[config.mk]
export PLATFORM = sky130hd
export DESIGN_NAME = terminal_output_postprocess
export DESIGN_NICKNAME = d
export VERILOG_FILES = /design/src/hw/rtl/topp_pkg.sv /design/src/hw/rtl/terminal_output_postprocess.sv /design/src/hw/rtl/topp_front.sv /design/src/hw/rtl/topp_queue.sv /design/src/hw/rtl/topp_back.sv
export SDC_FILE = /design/constraint.sdc
export NUM_CORES = 1
export LEC_CHECK = 0
export BUFFER_PORTS_ARGS = -buffer_cell sky130_fd_sc_hd__buf_2
export CAP_MARGIN = 20
export CORE_ASPECT_RATIO = 1.75
export CORE_MARGIN = 5
export CORE_UTILIZATION = 41
export DETAILED_ROUTE_END_ITERATION = 7
export PLACE_DENSITY = 0.65
export SETUP_SLACK_MARGIN = 0.15
export SLEW_MARGIN = 15
export SYNTH_ARGS = -nofsm -noshare
export SYNTH_HDL_FRONTEND = slang
export SYNTH_SLANG_ARGS = --single-unit
export TNS_END_PERCENT = 10
[constraint.sdc]
create_clock -name clk -period 5.8 [get_ports clk]
set_input_delay 0.87 -clock clk [delete_from_list [all_inputs] [get_ports clk]]
set_output_delay 0.87 -clock clk [all_outputs]
set_load 0.01 [all_outputs]
[src/hw/rtl/topp_pkg.sv]
package topp_pkg;

  // default parameter values
  localparam int TAB_STOP_DEF    = 8;
  localparam int COLUMN_BITS_DEF = 16;

  // most result items one request may cause
  localparam int MAX_RESULTS = 8;

  // plan queue between front and back
  localparam int QUEUE_DEPTH = 4;

  // configuration register indexes
  localparam logic [2:0] CFG_POST_ENABLE     = 3'd0;
  localparam logic [2:0] CFG_NEWLINE_TO_CRLF = 3'd1;
  localparam logic [2:0] CFG_CR_TO_NEWLINE   = 3'd2;
  localparam logic [2:0] CFG_NO_CR_AT_COL0   = 3'd3;
  localparam logic [2:0] CFG_NEWLINE_RETURNS = 3'd4;
  localparam logic [2:0] CFG_EXPAND_TABS     = 3'd5;
  localparam logic [2:0] CFG_LOWER_TO_UPPER  = 3'd6;

  // character codes
  localparam logic [7:0] CH_NUL   = 8'h00;
  localparam logic [7:0] CH_BS    = 8'h08;
  localparam logic [7:0] CH_TAB   = 8'h09;
  localparam logic [7:0] CH_LF    = 8'h0A;
  localparam logic [7:0] CH_CR    = 8'h0D;
  localparam logic [7:0] CH_SPACE = 8'h20;
  localparam logic [7:0] CH_DEL   = 8'h7F;
  localparam logic [7:0] CH_LOW_A = 8'h61;
  localparam logic [7:0] CH_LOW_Z = 8'h7A;
  localparam logic [7:0] CASE_GAP = 8'h20;

  typedef struct packed {
    logic [7:0]  in_byte;
    logic [11:0] room;
  } in_item_t;

  typedef struct packed {
    logic [7:0]  out_byte;
    logic        byte_valid;
    logic        retry;
    logic        last;
    logic [15:0] cursor_column;
    logic [15:0] line_start_column;
  } out_item_t;

  typedef struct packed {
    logic post_enable;
    logic newline_to_crlf;
    logic cr_to_newline;
    logic no_cr_at_col0;
    logic newline_returns;
    logic expand_tabs;
    logic lower_to_upper;
  } cfg_t;

  // what the back emits for one request: optional leading cr, then rep copies
  typedef struct packed {
    logic        lead_cr;
    logic [7:0]  main_byte;
    logic        main_valid;
    logic        retry;
    logic [3:0]  rep;
    logic [15:0] cursor_column;
    logic [15:0] line_start_column;
  } plan_t;

  // handshake between queue and its neighbours
  typedef struct packed {
    logic push;
    logic full;
  } q_wr_ctl_t;

  typedef struct packed {
    logic pop;
    logic empty;
  } q_rd_ctl_t;

endpackage

[src/hw/rtl/terminal_output_postprocess.sv]
// channel   direction  payload                         handshake
// in_       in         in_data  (in_item_t)            in_valid / in_ready
// out_      out        out_data (out_item_t)           out_valid / out_ready
// cfg_      in         cfg_index (3b), cfg_data (1b)   cfg_valid / cfg_ready (always high)
//
// one request enters per cycle while the plan queue has room; the front updates the
// columns as it accepts, so requests follow one another with no gap
// the back emits one result per cycle while out_ready holds: one for most requests, two for cr lf, up to
// eight for an expanded tab, so the sustained rate is set by the output register
// synchronous active-low reset clears columns, queue and output; registers take defaults
// a stalled output fills the queue (four plans deep) and only then drops in_ready
module terminal_output_postprocess #(
  parameter int TAB_STOP    = topp_pkg::TAB_STOP_DEF,
  parameter int COLUMN_BITS = topp_pkg::COLUMN_BITS_DEF
) (
  input  logic                clk,
  input  logic                rst_n,
  input  logic                in_valid,
  output logic                in_ready,
  input  topp_pkg::in_item_t  in_data,
  output logic                out_valid,
  input  logic                out_ready,
  output topp_pkg::out_item_t out_data,
  input  logic                cfg_valid,
  output logic                cfg_ready,
  input  logic [2:0]          cfg_index,
  input  logic                cfg_data
);
  import topp_pkg::*;

  // plans travel from front to back through the queue
  plan_t     front_plan, head_plan;
  q_wr_ctl_t wr_ctl;
  q_rd_ctl_t rd_ctl;
  logic      q_full, q_empty, q_pop, front_push;

  // registers are always writable; the user must make writes land only while idle, which the block does not enforce
  assign cfg_ready = 1'b1;

  topp_front #(
    .TAB_STOP    (TAB_STOP),
    .COLUMN_BITS (COLUMN_BITS)
  ) u_front (
    .clk       (clk),
    .rst_n     (rst_n),
    .in_valid  (in_valid),
    .in_ready  (in_ready),
    .in_data   (in_data),
    .cfg_valid (cfg_valid),
    .cfg_index (cfg_index),
    .cfg_data  (cfg_data),
    .q_full    (q_full),
    .q_push    (front_push),
    .q_plan    (front_plan)
  );

  assign wr_ctl.push = front_push;
  assign wr_ctl.full = q_full;

  topp_queue u_queue (
    .clk     (clk),
    .rst_n   (rst_n),
    .wr_ctl  (wr_ctl),
    .wr_plan (front_plan),
    .full    (q_full),
    .pop     (q_pop),
    .empty   (q_empty),
    .head    (head_plan)
  );

  assign rd_ctl.pop   = q_pop;
  assign rd_ctl.empty = q_empty;

  topp_back u_back (
    .clk       (clk),
    .rst_n     (rst_n),
    .rd_ctl    (rd_ctl),
    .head      (head_plan),
    .pop       (q_pop),
    .out_valid (out_valid),
    .out_ready (out_ready),
    .out_data  (out_data)
  );

endmodule

[src/hw/rtl/topp_front.sv]
module topp_front #(
  parameter int TAB_STOP    = topp_pkg::TAB_STOP_DEF,
  parameter int COLUMN_BITS = topp_pkg::COLUMN_BITS_DEF
) (
  input  logic               clk,
  input  logic               rst_n,
  input  logic               in_valid,
  output logic               in_ready,
  input  topp_pkg::in_item_t in_data,
  input  logic               cfg_valid,
  input  logic [2:0]         cfg_index,
  input  logic               cfg_data,
  input  logic               q_full,
  output logic               q_push,
  output topp_pkg::plan_t    q_plan
);
  import topp_pkg::*;

  localparam int PH_W = (TAB_STOP > 1) ? $clog2(TAB_STOP) : 1;
  localparam int SP_W = $clog2(TAB_STOP + 1);
  localparam int CW1  = COLUMN_BITS + 1;
  // column mod tab stop just after a tab wraps the column
  localparam longint unsigned COL_MOD = 64'd1 << COLUMN_BITS;
  localparam int WRAP_PHASE = int'((TAB_STOP - (COL_MOD % TAB_STOP)) % TAB_STOP);

  cfg_t cfg_r;
  logic [COLUMN_BITS-1:0] col_r, col_nxt;
  logic [COLUMN_BITS-1:0] line_r, line_nxt;
  logic [PH_W-1:0]        phase_r, phase_nxt;   // col_r mod tab stop

  logic            accept;
  logic [SP_W-1:0] spaces;
  logic [CW1-1:0]  tab_sum, inc_sum;
  logic [COLUMN_BITS-1:0] base_col;
  logic [PH_W-1:0] base_phase, tab_phase, inc_phase;
  logic [7:0]      mapped;
  logic            is_ctrl;
  logic [31:0]     col_ext, line_ext;
  plan_t           plan;

  assign in_ready = !q_full;
  assign accept   = in_valid && in_ready;

  always_comb begin
    spaces   = SP_W'(TAB_STOP) - SP_W'(phase_r);
    tab_sum  = {1'b0, col_r} + CW1'(spaces);
    tab_phase = tab_sum[COLUMN_BITS] ? PH_W'(WRAP_PHASE) : '0;
    inc_sum  = {1'b0, col_r} + CW1'(1);
    if (inc_sum[COLUMN_BITS] || phase_r == PH_W'(TAB_STOP - 1)) begin
      inc_phase = '0;
    end else begin
      inc_phase = phase_r + PH_W'(1);
    end
    base_col   = cfg_r.newline_returns ? '0 : col_r;
    base_phase = cfg_r.newline_returns ? '0 : phase_r;
    mapped = in_data.in_byte;
    if (cfg_r.lower_to_upper && in_data.in_byte >= CH_LOW_A && in_data.in_byte <= CH_LOW_Z) begin
      mapped = in_data.in_byte - CASE_GAP;
    end
    is_ctrl = (mapped < CH_SPACE) || (mapped == CH_DEL);

    col_nxt   = col_r;
    line_nxt  = line_r;
    phase_nxt = phase_r;
    plan.lead_cr    = 1'b0;
    plan.main_byte  = in_data.in_byte;
    plan.main_valid = 1'b1;
    plan.retry      = 1'b0;
    plan.rep        = 4'd1;

    if (in_data.room == 12'd0) begin
      plan.main_byte  = CH_NUL;
      plan.main_valid = 1'b0;
      plan.retry      = 1'b1;
    end else if (cfg_r.post_enable) begin
      unique case (in_data.in_byte)
        CH_LF: begin
          if (cfg_r.newline_to_crlf) begin
            if (in_data.room < 12'd2) begin
              // the column reset already done is kept
              col_nxt         = base_col;
              phase_nxt       = base_phase;
              plan.main_byte  = CH_NUL;
              plan.main_valid = 1'b0;
              plan.retry      = 1'b1;
            end else begin
              plan.lead_cr = 1'b1;
              col_nxt      = '0;
              phase_nxt    = '0;
              line_nxt     = '0;
            end
          end else begin
            col_nxt   = base_col;
            phase_nxt = base_phase;
            line_nxt  = base_col;
          end
        end
        CH_CR: begin
          if (cfg_r.no_cr_at_col0 && col_r == '0) begin
            plan.main_byte  = CH_NUL;
            plan.main_valid = 1'b0;
          end else if (cfg_r.cr_to_newline) begin
            plan.main_byte = CH_LF;
            if (cfg_r.newline_returns) begin
              col_nxt   = '0;
              phase_nxt = '0;
              line_nxt  = '0;
            end
          end else begin
            col_nxt   = '0;
            phase_nxt = '0;
            line_nxt  = '0;
          end
        end
        CH_TAB: begin
          if (cfg_r.expand_tabs) begin
            if (in_data.room < 12'(spaces)) begin
              plan.main_byte  = CH_NUL;
              plan.main_valid = 1'b0;
              plan.retry      = 1'b1;
            end else begin
              col_nxt        = tab_sum[COLUMN_BITS-1:0];
              phase_nxt      = tab_phase;
              plan.main_byte = CH_SPACE;
              plan.rep       = (32'(spaces) > 32'(MAX_RESULTS)) ? 4'(MAX_RESULTS)
                                                                 : 4'(spaces);
            end
          end else begin
            col_nxt   = tab_sum[COLUMN_BITS-1:0];
            phase_nxt = tab_phase;
          end
        end
        CH_BS: begin
          if (col_r != '0) begin
            col_nxt   = col_r - COLUMN_BITS'(1);
            phase_nxt = (phase_r == '0) ? PH_W'(TAB_STOP - 1) : phase_r - PH_W'(1);
          end
        end
        default: begin
          plan.main_byte = mapped;
          if (!is_ctrl) begin
            col_nxt   = inc_sum[COLUMN_BITS-1:0];
            phase_nxt = inc_phase;
          end
        end
      endcase
    end

    col_ext  = 32'(col_nxt);
    line_ext = 32'(line_nxt);
    plan.cursor_column     = col_ext[15:0];
    plan.line_start_column = line_ext[15:0];
  end

  assign q_push = accept;
  assign q_plan = plan;

  always_ff @(posedge clk) begin
    if (!rst_n) begin
      col_r   <= '0;
      line_r  <= '0;
      phase_r <= '0;
    end else if (accept) begin
      col_r   <= col_nxt;
      line_r  <= line_nxt;
      phase_r <= phase_nxt;
    end
  end

  always_ff @(posedge clk) begin
    if (!rst_n) begin
      cfg_r.post_enable     <= 1'b1;
      cfg_r.newline_to_crlf <= 1'b1;
      cfg_r.cr_to_newline   <= 1'b0;
      cfg_r.no_cr_at_col0   <= 1'b0;
      cfg_r.newline_returns <= 1'b0;
      cfg_r.expand_tabs     <= 1'b0;
      cfg_r.lower_to_upper  <= 1'b0;
    end else if (cfg_valid) begin
      unique case (cfg_index)
        CFG_POST_ENABLE:     cfg_r.post_enable     <= cfg_data;
        CFG_NEWLINE_TO_CRLF: cfg_r.newline_to_crlf <= cfg_data;
        CFG_CR_TO_NEWLINE:   cfg_r.cr_to_newline   <= cfg_data;
        CFG_NO_CR_AT_COL0:   cfg_r.no_cr_at_col0   <= cfg_data;
        CFG_NEWLINE_RETURNS: cfg_r.newline_returns <= cfg_data;
        CFG_EXPAND_TABS:     cfg_r.expand_tabs     <= cfg_data;
        CFG_LOWER_TO_UPPER:  cfg_r.lower_to_upper  <= cfg_data;
        default: begin
        end
      endcase
    end
  end

endmodule

[src/hw/rtl/topp_queue.sv]
module topp_queue (
  input  logic                clk,
  input  logic                rst_n,
  input  topp_pkg::q_wr_ctl_t wr_ctl,
  input  topp_pkg::plan_t     wr_plan,
  output logic                full,
  input  logic                pop,
  output logic                empty,
  output topp_pkg::plan_t     head
);
  import topp_pkg::*;

  localparam int PTR_W = $clog2(QUEUE_DEPTH);

  plan_t              slot_r [QUEUE_DEPTH];
  logic [PTR_W-1:0]   wr_ptr_r, rd_ptr_r;
  logic [PTR_W:0]     count_r, count_nxt;
  logic               do_push, do_pop;

  assign full    = count_r == (PTR_W + 1)'(QUEUE_DEPTH);
  assign empty   = count_r == '0;
  assign do_push = wr_ctl.push && !full;
  assign do_pop  = pop && !empty;
  assign head    = slot_r[rd_ptr_r];

  always_comb begin
    count_nxt = count_r;
    if (do_push && !do_pop) begin
      count_nxt = count_r + (PTR_W + 1)'(1);
    end else if (do_pop && !do_push) begin
      count_nxt = count_r - (PTR_W + 1)'(1);
    end
  end

  always_ff @(posedge clk) begin
    if (!rst_n) begin
      wr_ptr_r <= '0;
      rd_ptr_r <= '0;
      count_r  <= '0;
    end else begin
      count_r <= count_nxt;
      if (do_push) begin
        wr_ptr_r <= wr_ptr_r + PTR_W'(1);
      end
      if (do_pop) begin
        rd_ptr_r <= rd_ptr_r + PTR_W'(1);
      end
    end
  end

  always_ff @(posedge clk) begin
    if (do_push) begin
      slot_r[wr_ptr_r] <= wr_plan;
    end
  end

endmodule

[src/hw/rtl/topp_back.sv]
module topp_back (
  input  logic                clk,
  input  logic                rst_n,
  input  topp_pkg::q_rd_ctl_t rd_ctl,
  input  topp_pkg::plan_t     head,
  output logic                pop,
  output logic                out_valid,
  input  logic                out_ready,
  output topp_pkg::out_item_t out_data
);
  import topp_pkg::*;

  logic [3:0] step_r, step_nxt;
  logic [3:0] total;
  logic       last_step, load;
  logic       out_valid_r;
  out_item_t  out_r, item;

  assign total     = 4'(head.lead_cr) + head.rep;
  assign last_step = step_r == total - 4'd1;
  assign load      = !rd_ctl.empty && (!out_valid_r || out_ready);
  assign pop       = load && last_step;
  assign step_nxt  = last_step ? 4'd0 : step_r + 4'd1;

  always_comb begin
    item.out_byte          = (head.lead_cr && step_r == 4'd0) ? CH_CR : head.main_byte;
    item.byte_valid        = head.main_valid || (head.lead_cr && step_r == 4'd0);
    item.retry             = head.retry;
    item.last              = last_step;
    item.cursor_column     = head.cursor_column;
    item.line_start_column = head.line_start_column;
  end

  always_ff @(posedge clk) begin
    if (!rst_n) begin
      step_r      <= 4'd0;
      out_valid_r <= 1'b0;
    end else begin
      if (load) begin
        step_r      <= step_nxt;
        out_valid_r <= 1'b1;
      end else if (out_ready) begin
        out_valid_r <= 1'b0;
      end
    end
  end

  always_ff @(posedge clk) begin
    if (load) begin
      out_r <= item;
    end
  end

  assign out_valid = out_valid_r;
  assign out_data  = out_r;

endmodule

==> impl_metrics.ini <==
[critical_path]
cp_slowest_stage_delay_ns = 0.59
crit_slowest_cell = dfxtp_4
cp_cell_sequence = mux4_2 > inv_1 > ha_1 > ha_1 > xor2_1 > nor2_1 > a21oi_1 > mux2_2 > nor3_2 > inv_1 > ha_1 > inv_1 > fa_1 > xor2_1 > or3_1 > a21oi_1
worstPathArrival_ns = 4.27
worst_r2r_path_depth = 16
reg2reg_to = u_queue.count_r[2]
reg2reg_slack_ns = 2.00
worstPathRequired_ns = 6.26
cp-end-kind = register
cp-start-kind = register
critPathKind = register to register
path_max_fanout = 18

[floorplan]
fp.coreArea_sq_um = 32100
die_area_sq_um = 36200
pin_count = 75
start_util = 0.413
num_rows = 87
die_width_um = 146
die_y_um = 248

[yosys]
yosysSeqAreaShare = 0.607
synthFlopType = edfxtp_1
synth_cell_type_count = 91
yosysTopAreaCell = edfxtp_1
ys_ff_latch = 287
syn_area_sq_um = 13300
synthesis.nets = 1044
avgSynthCellArea_sq_um = 13.4
async_flop_share = 0
netlist.area_leader.share = 0.523
synth_area_leaders = edfxtp_1 52%, dfxtp_1 8.4%, mux4_2 8.0%, ha_1 2.3%, nor2_1 2.1%
synth_edf_count = 231
synthesis.instances = 989
yosysWarnings = 0

[clock_tree]
cts_tree = yes
clockBufferDepth = 3
clkSinkCount = 287
clk_pin_slew_ns = 0.07
h-tree-depth = 1
insertion_delay_ns = 0.54
cts-root-buf = clkbuf_16
post_cts_resized = 0
ctsHoldBuffers = 0
post_cts_buffers = 0
numCtsBuffers = 24

[layout]
fill_cells = 2780
multi_input_area_sq_um = 4850
final_common_cell = edfxtp_1
stdcell_count = 1467
drive_above_1_share = 0.199
seqCellArea_sq_um = 8060
syn2layout_area_growth_pct = 11.5
finish.utilization = 0.461
layout_common_cells = 231 x edfxtp_1, 73 x nor2_1, 73 x buf_2, 56 x nand2_1, 54 x dfxtp_1
nets = 1103

[sta]
rsz0062_at_grt = no
period_needed_ns = 3.80
relSlewSlack = 0.279
fmax_mhz = 263
setup_tns_ns = 0
maxSlewViolCount = 0
worst_pin_slew_ns = 1.07
setup_viol = 0
hold_viol = 0
final.period_utilization = 0.656
finalClockSkew_ns = 0.0107

[drt]
vias = 8971
wire_per_inst_um = 23.4
route.met3.wl_um = 1670
highest_layer = met4
dr.pass1.iters = 5
ant_nets = 0
drc = 0
drt_iter0_drc = 736
avgViaCountPerCell = 6.12
wirelength_um = 34300
drt-met1-wl_um = 12600
wl_met2_um = 17900

[global_routing]
antenna_found_initial = 1
overflow = 0
track_usage = 0.188
first_global_vias = 9100
grt_pass1_wl_um = 53200
grt_max_degree = 48

[power_and_ir_drop]
seq_power_share = 0.496
internal-power_w = 0.00404
p_leak_nw = 5.09
clockPowerShare = 0.277
pwr-share-comb = 0.227
power.density_nw_per_um2 = 387
switchingPower_w = 0.00169
peakVddDrop_mv = 0.217
swShare = 0.295

[placement]
dp_cells = 1422
gp_congestion = 0.990
port_buffers = 73
hpwlAfterDp_um = 23900

[job]
cap_viol_max_count = 0

[status]
status = completed

[worst_hold_path]
min_path_type = register to register
worstHoldEndpoint = u_front.line_r[6]
hold_depth = 1
hold_start = u_front.line_r[6]
-- worst max-delay path by stage --
| stage | startpoint | end | cells after the start |
|---|---|---|---|
| after floorplan | out_ready | u_queue.count_r[2] | 11 |
| after global placement | register | u_queue.count_r[2] | 16 |
| after detailed placement | register | u_queue.count_r[2] | 16 |
| after CTS | register | u_queue.count_r[2] | 16 |
| after global routing | register | u_queue.count_r[2] | 16 |
| final | register | u_queue.count_r[2] | 16 |
-- worst max-delay path: cells and delay by family, from the launching register on --
family,cells,cell delay (ns)
AO/OA/AOI/OAI,2,0.31
buffers and inverters,3,0.29
AND/OR/NAND/NOR,3,0.46
multiplexers,2,0.78
flip-flops,1,0.59
XOR/XNOR,2,0.36
adder cells (fa/ha/maj),4,0.94
-- power by group through the flow --
stage               clock network [W]  registers [W]  logic, W
floorplan                           0        0.00292  0.000773
global placement                    0        0.00288   0.00130
detailed placement                  0        0.00289   0.00132
CTS                           0.00162        0.00285   0.00132
global route                  0.00170        0.00288   0.00141
finish                        0.00159        0.00284   0.00130
-- cell families (layout without fill, tap and decap cells) --
kind of cell / count (synthesis) / after routing / share of synthesized area
compound gates: 219 / 219 / 0.120
xor+xnor: 14 / 14 / 0.00924
fa+ha+maj: 26 / 26 / 0.0256
buf+inv: 90 / 167 / 0.0290
flops: 287 / 287 / 0.607
mux: 59 / 59 / 0.0889
other cells: 1 / 2 / 0.000282
simple gates: 293 / 293 / 0.120
-- metrics by stage --
stage	hold slack (ns)	power, W	area [sq um]	setup slack [ns]
4_1_cts	0.485	0.00580	14800	1.95
3_3_place_gp	0.463	0.00418	14000	2.07
2_1_floorplan	0.450	0.00370	13300	0.839
3_5_place_dp	0.467	0.00421	14000	1.97
6_report	0.483	0.00573	14800	2.00
5_1_grt	0.497	0.00599	14800	1.76
-- cell type report --
cell class / instances / area share
diodes: 1 / 0.000169
clock buffers: 31 / 0.0430
clock inverters: 13 / 0.00879
inverters: 31 / 0.00786
multi-input cells: 612 / 0.328
flip-flops and latches: 287 / 0.544
well taps: 400 / 0.0338
repair buffers: 92 / 0.0343
-- sequential cells by signal, indices dropped and copies added, names as in the netlist, named ones only --
signal            flops
u_front.phase_r       3
u_back.out_valid      1
u_queue.wr_ptr_r      2
u_queue.slot_r      188
u_front.line_r       16
u_front.col_r        16
u_front.cfg_r         7
u_queue.rd_ptr_r      2
u_back.out_data      43
u_queue.count_r       3
u_back.step_r         4
-- Yosys cell counts, types with 5 or more instances --
library cell / n
and2_1: 8
a21oi_1: 51
edfxtp_1: 231
or3_1: 6
o22ai_1: 6
a31oi_1: 12
a211o_1: 5
mux4_2: 47
a22oi_1: 7
o21ai_0: 34
dfxtp_1: 56
nor2b_1: 9
xor2_1: 9
clkbuf_1: 40
nand4_1: 8
a22o_1: 25
ha_1: 24
o311ai_0: 5
nand2_1: 56
nand3_1: 29
nor3_1: 29
nor4_1: 10
a21o_1: 5
mux2i_1: 11
xnor2_1: 5
o31ai_1: 5
and3_1: 15
o211ai_1: 7
buf_2: 11
nor2_1: 74
nor3b_1: 6
a32oi_1: 9
nand2b_1: 6
inv_1: 30
-- metal layers --
metal / global-route usage / up-vias
met2: 0.342 / 358
li1: - / 4001
met3: 0.0237 / 136
met4: 0.108 / 0
met5: 0 / -
met1: 0.213 / 4476
No activity file was read; power rests on OpenSTA's default activity.
